## config.mk

```make
export PLATFORM = sky130hd
export DESIGN_NAME = dffir_mac
export DESIGN_NICKNAME = d
export VERILOG_FILES = /design/src/hw/rtl/dffir_pkg.sv /design/src/hw/rtl/dffir_mac.sv
export SDC_FILE = /design/constraint.sdc
export NUM_CORES = 1
export LEC_CHECK = 0
export ABC_AREA = 1
export BUFFER_PORTS_ARGS = -buffer_cell sky130_fd_sc_hd__buf_2
export CELL_PAD_IN_SITES_DETAIL_PLACEMENT = 1
export CELL_PAD_IN_SITES_GLOBAL_PLACEMENT = 2
export CORE_UTILIZATION = 41
export DETAILED_ROUTE_END_ITERATION = 12
export GPL_TIMING_DRIVEN = 0
export PLACE_DENSITY_LB_ADDON = 0.15
export SYNTH_ARGS = -nofsm -noshare
export SYNTH_HDL_FRONTEND = slang
export SYNTH_SLANG_ARGS = --single-unit
```

## constraint.sdc

```tcl
create_clock -name clk -period 11.1 [get_ports clk]
set_input_delay 0.555 -clock clk [delete_from_list [all_inputs] [get_ports clk]]
set_output_delay 0.555 -clock clk [all_outputs]
set_load 0.05 [all_outputs]
```

## src/hw/rtl/dffir_pkg.sv

```systemverilog
// Package for the direct-form FIR filter: word types, field widths and codes.
// Used by dffir_mac and direct_form_fir_filter_top. No dependencies.
package dffir_pkg;

  localparam int SAMPLE_BITS    = 16;
  localparam int FRAC_BITS      = SAMPLE_BITS - 1;
  localparam int TAP_INDEX_BITS = 8;
  localparam int TAP_COUNT_BITS = 9;

  // Codes of the kind field.
  localparam logic KIND_SAMPLE = 1'b0;
  localparam logic KIND_COEF   = 1'b1;

  typedef struct packed {
    logic                          kind;
    logic signed [SAMPLE_BITS-1:0] sample_in;
    logic [TAP_INDEX_BITS-1:0]     tap_index;
    logic signed [SAMPLE_BITS-1:0] coef_value;
  } in_word_t;

  typedef struct packed {
    logic signed [SAMPLE_BITS-1:0] sample_out;
    logic                          saturated;
  } out_word_t;

  // Travels with each tap read through the multiply-accumulate stages.
  typedef struct packed {
    logic vld;
    logic first;
    logic last;
  } mac_ctrl_t;

  typedef enum logic [2:0] {
    S_CLEAR,
    S_IDLE,
    S_RUN,
    S_WAIT,
    S_OUT
  } state_t;

endpackage

```

## src/hw/rtl/dffir_mac.sv

```systemverilog
// Multiply-accumulate datapath: registered product, wide accumulator, and
// round-to-nearest with saturation of the sum. Depends on dffir_pkg.
module dffir_mac #(
  parameter int ACC_W = 41
) (
  input  logic                                       clk,
  input  logic                                       rst,
  input  dffir_pkg::mac_ctrl_t                       ctl,
  input  logic signed [dffir_pkg::SAMPLE_BITS-1:0]   coef,
  input  logic signed [dffir_pkg::SAMPLE_BITS-1:0]   smp,
  output logic                                       done,
  output dffir_pkg::out_word_t                       res
);

  localparam int SB = dffir_pkg::SAMPLE_BITS;
  localparam int FB = dffir_pkg::FRAC_BITS;
  localparam logic signed [ACC_W:0] HALF   = (ACC_W+1)'(1 << (FB - 1));
  localparam logic signed [ACC_W:0] LIM_HI = (ACC_W+1)'((1 << FB) - 1);
  localparam logic signed [ACC_W:0] LIM_LO = (ACC_W+1)'(-(1 << FB));

  dffir_pkg::mac_ctrl_t       p_ctl;
  logic signed [2*SB-1:0]     prod;
  logic signed [ACC_W-1:0]    acc;
  logic signed [ACC_W:0]      rnd;
  logic signed [ACC_W:0]      quo;

  always_ff @(posedge clk) begin
    if (rst) begin
      p_ctl <= '0;
      done  <= 1'b0;
    end else begin
      p_ctl <= ctl;
      done  <= p_ctl.vld & p_ctl.last;
    end
  end

  always_ff @(posedge clk) begin
    prod <= coef * smp;
    if (p_ctl.vld) begin
      if (p_ctl.first) begin
        acc <= ACC_W'(prod);
      end else begin
        acc <= acc + ACC_W'(prod);
      end
    end
  end

  // Adding one half and shifting right rounds to nearest, ties upward.
  always_comb begin
    rnd = (ACC_W+1)'(acc) + HALF;
    quo = rnd >>> FB;
    if (quo > LIM_HI) begin
      res.sample_out = LIM_HI[SB-1:0];
      res.saturated  = 1'b1;
    end else if (quo < LIM_LO) begin
      res.sample_out = LIM_LO[SB-1:0];
      res.saturated  = 1'b1;
    end else begin
      res.sample_out = quo[SB-1:0];
      res.saturated  = 1'b0;
    end
  end

endmodule

```

Word level (Yosys, flattened, before mapping)
Index checks and enable logic that the tools add are counted.
{"block": "word_totals", "regBits": 77, "wordCells": 15, "out_inout_bits": 18, "in_bits": 37}
{"block": "op_classes", "n_addsub": 2, "bitwise_logic": 1, "magnitude_cmp": 2, "mux": 3, "mul": 1}
{"operator": "$add A41 B16 Y42 const B", "n": 1}
{"operator": "$add A41 B32 Y41", "n": 1}
{"operator": "$mux W41", "n": 1}
{"operator": "$mux W17", "n": 2}
{"operator": "$mul A16 B16 Y32", "n": 1}
{"operator": "$gt A27 B16 Y1 const B", "n": 1}
{"operator": "$lt A27 B16 Y1 const B", "n": 1}
{"operator": "$and A1 B1 Y1", "n": 1}

Logic depth before layout (Yosys ltp)
{"block": "depth", "ltp_word": 4, "mapped_depth": 27}

Least setup slack after synthesis
OpenSTA, ideal clock, no wires.
{"block": "synth_timing", "path_kind": "input-to-reg", "start": "input port smp[5] (netlist bit)", "end": "register prod[31]", "path_stages": 23, "setup_slack_ns": 5.138, "setup_ns": 0.112, "n_path_buf": 2, "t_arrival_ns": 5.850, "cell_sequence": "clkbuf_1 -> clkbuf_1 -> nand2_1 -> fa_1 -> fa_1 -> inv_1 -> fa_1 -> inv_1 -> fa_1 -> inv_1 -> fa_1 -> inv_1 -> fa_1 -> inv_1 -> ha_1 -> a21o_1 -> a31oi_1 -> a21boi_0 -> nand2_1 -> a21oi_1 -> inv_1 -> nand2_1 -> nand2_1"}
{"block": "synth_via", "elab_chain_len": 1}
{"item": "start, declared", "line_no": "dffir_mac.sv:10", "rtl": "input logic signed [dffir_pkg::SAMPLE_BITS-1:0] smp,"}
{"item": "$mul A16 B16 Y32", "line_no": "dffir_mac.sv:38", "rtl": "prod <= coef * smp;"}
{"item": "end signal, assigned", "line_no": "dffir_mac.sv:38"}
{"item": "end, declared", "line_no": "dffir_mac.sv:22", "rtl": "logic signed [2*SB-1:0] prod;"}
No other way between the ends.
A chain may end at the register's enable or synchronous reset.

Worst setup path in the final report
{"block": "layout_timing", "start": "input port coef[15] (netlist bit)", "end": "register prod[28]"}
{"block": "layout_via", "elab_chain_len": 1}
{"item": "start, declared", "line_no": "dffir_mac.sv:9", "rtl": "input logic signed [dffir_pkg::SAMPLE_BITS-1:0] coef,"}
{"item": "$mul A16 B16 Y32", "line_no": "dffir_mac.sv:38"}
No other way between the ends.

==> summary.md <==
| Metric | Value |
|---|---|
| H-tree levels | `3` |
| Synth unique cells | `40` |
| Syn_nets | `2785` |
| Post-route DRC | `0` |
| Fmax | `~140 MHz` |
| CP Launch Type | `input port` |
| Layout Area Growth over Synthesis | `6.779%` |
| Hold crit path type | `in2reg` |
| Final period utilization | `around 63%` |
| Initial drt markers | `between 700 and 800` |
| Worst-path fanout max | `10` |
| Yosys top cell by area | `fa_1` |
| Sequential area share after synthesis | `between 10% and 20%` |
| TritonCTS Buffers | `9` |
| Fin util | `44.72%` |
| Largest cells by area after synthesis | `fa_1 31%, nand2_1 15%, inv_1 13%` |
| Arrival time worst endpoint | `7.17 ns` |
| Core area | `between 40000 and 50000 um^2` |
| Synthesized cell area | `16790 um^2` |
| Die height | `between 200 and 250 um` |
| Setup Crit Path Kind | `in2reg` |
| Commonest cells after routing, fill and taps aside | `683 x nand2_1, 578 x inv_1, 263 x fa_1` |
| Post-synth ARST share | `0%` |
| Post-synth EDFFs | `41` |
| Row Count | `between 70 and 80` |
| Reg clk slew, reported paths | `approximately 0.060 ns` |
| Setup TNS | `0 ns` |
| Synth Area in XOR/XNOR | `under 10%` |
| Initial antenna violation count | `0` |
| MaxCap Viol Count | `0` |
| Gpl congestion | `0.9720` |
| # diodes | `0` |
| Main combinational cell family by area after synthesis | `adder cells` |
| GR Util All Layers | `between 20% and 30%` |
| Resized cells post-CTS | `0` |
| Yosys top cell area share | `a little under a third` |
| Final Setup Violations | `0` |
| Routed via count | `between 10000 and 15000` |
| Clock root buffer | `clkbuf_16` |
| Die ar. | `roughly 42000 um^2` |
| DPL Wire Length | `a little under 50000 um` |
| Status | `complete, no violations` |
| ANT nets after route | `0` |
| Slew margin rel. | `a little under half` |
| Adder-cell area share of the yosys netlist | `about 41%` |
| Overflow after GRT | `0` |
| Mux contribution to synthesized area | `0%` |
| CTS tree | `done` |
| Routed length per placed instance | `between 15 and 20 um` |
| Compound-Gate Fraction of Synth Area | `5.796%` |
| Nets | `around 2800` |
| Slew Limit Fails | `0` |
| Clk buf depth | `2` |
| First-pass GRT wire length | `88800 um` |
| Largest net degree at the start of global routing | `29` |
| Number of clock sinks | `between 70 and 80` |
| YS warnings | `0` |
| Final worst path period need | `between 6 and 7 ns` |
| Drt pass-1 iters | `5` |
| Commonest non-fill, non-tap cell in the layout | `nand2_1` |
| Starting Density | `a little over two fifths` |
| Count of state elements after synthesis | `77` |
| Worst-margin pin slew | `0.8144 ns` |
| Final hold vios | `0` |
| DRT Wirelength | `roughly 56000 um` |
| RSZ-0062 raised after global routing | `no` |
| I/O pin cnt | `55` |
| Critical Path RT | `about 11 ns` |
| Critical path capture point type | `register` |
| Vias in the first global route | `16150` |
| Routed vias/inst | `approximately 5` |
| Syn Inst Count | `2362` |
| Port bufs | `29` |
| Setup repair bufs after CTS | `0` |
| Avg Inst Size Synth | `a little over 7 um^2` |
| Final clock skew | `0.008826 ns` |
| Synth Area in Simple Gates | `between 20% and 30%` |
| Share of cells above drive strength 1 | `about 3.4%` |
| Die width | `204.4 um` |
| Ys flop type | `edfxtp_1` |
| Clock latency on the worst-skew pair | `approximately 0.34 ns` |
| CTS Hold Bufs | `0` |
## cells in the mapped netlist, types with 4 or more instances
master    instances
o21bai_1          8
nand4_1          21
nand2_1         683
clkbuf_1         63
nor3_1           14
o21ai_0          65
ha_1            123
edfxtp_1         41
or2_2            19
fa_1            263
dfxtp_1          36
xnor2_1          26
xor2_1           26
a21oi_1          87
a21boi_0          4
nand3_1          93
inv_1           578
nor2_1          165
nor2_2            4
a21o_1            6
nand3b_1          7
## cells by family (layout without fill, tap and decap cells)
| kind of cell | Yosys count | count (layout) |
|---|---|---|
| and+or+nand+nor | 1019 | 1019 |
| buffers and inverters | 646 | 692 |
| adders and majority gates | 386 | 386 |
| AOI/OAI and AO/OA | 181 | 181 |
| DFF | 77 | 77 |
| xor gates and xnor gates | 53 | 53 |
## routing by layer
metal / routed length [um] / part of all wire (%) / track usage (%)
met2: 28570 / 51 / 52.15
met3: 1158 / 2.1 / 1.276
met1: 24040 / 43 / 33.92
met5: 0 / 0 / 0
met4: 1854 / 3.3 / 8.875
## sequential cells by signal, summed over array words and instances (netlist names)
signal / count
acc: 41
done: 1
p_ctl: 3
prod: 32
## final cells by class
cell class,instances,area (um^2)
Timing Repair Buffer,30,165.2
Tap cell,525,656.9
Fill cell,5226,22160
Buffer,66,262.8
Sequential cell,77,1953
Clock inverter,3,22.52
Clock buffer,13,292.8
Multi-Input combinational cell,1639,12400
Inverter,580,2177
## worst paths after layout
kind                               start  slack, ns  endpoint  cells past startpoint
worst max-delay path            coef[15]       4.16  prod[28]                     20
worst min-delay path                 rst       0.41  p_ctl[2]                      2
worst max register to register   prod[0]       8.12   acc[30]                     13
worst min register to register  p_ctl[0]       0.42      done                      2
## critical path, stage by stage
cell and delay, ns:
buf_2 0.24, clkbuf_1 0.50, nand2_1 0.19, inv_1 0.11
fa_1 0.43, inv_1 0.26, fa_1 0.50, inv_1 0.42
fa_1 0.50, fa_1 0.49, fa_1 0.56, inv_1 0.06
fa_1 0.53, inv_1 0.04, ha_1 0.38, nand2_1 0.13
nor4_1 0.65, nand3_1 0.37, nand4_1 0.16, nand2_1 0.07
## per-stage QoR
| stage | setup WS [ns] | hold WS (ns) | std cells | area (um^2) |
|---|---|---|---|---|
| 2_1_floorplan | 5.138 | 0.3952 | 2362 | 16790 |
| 3_3_place_gp | 3.828 | 0.4011 | 2916 | 17600 |
| 3_5_place_dp | 3.713 | 0.4210 | 2917 | 17620 |
| 4_1_cts | 4.043 | 0.4040 | 2933 | 17930 |
| 5_1_grt | 3.857 | 0.4189 | 2933 | 17930 |
| 6_report | 4.160 | 0.4089 | 2933 | 17930 |
Power is left out: the tool's default activity adds up to more than one toggle a clock period on the data nets, which glitch-free logic cannot reach.
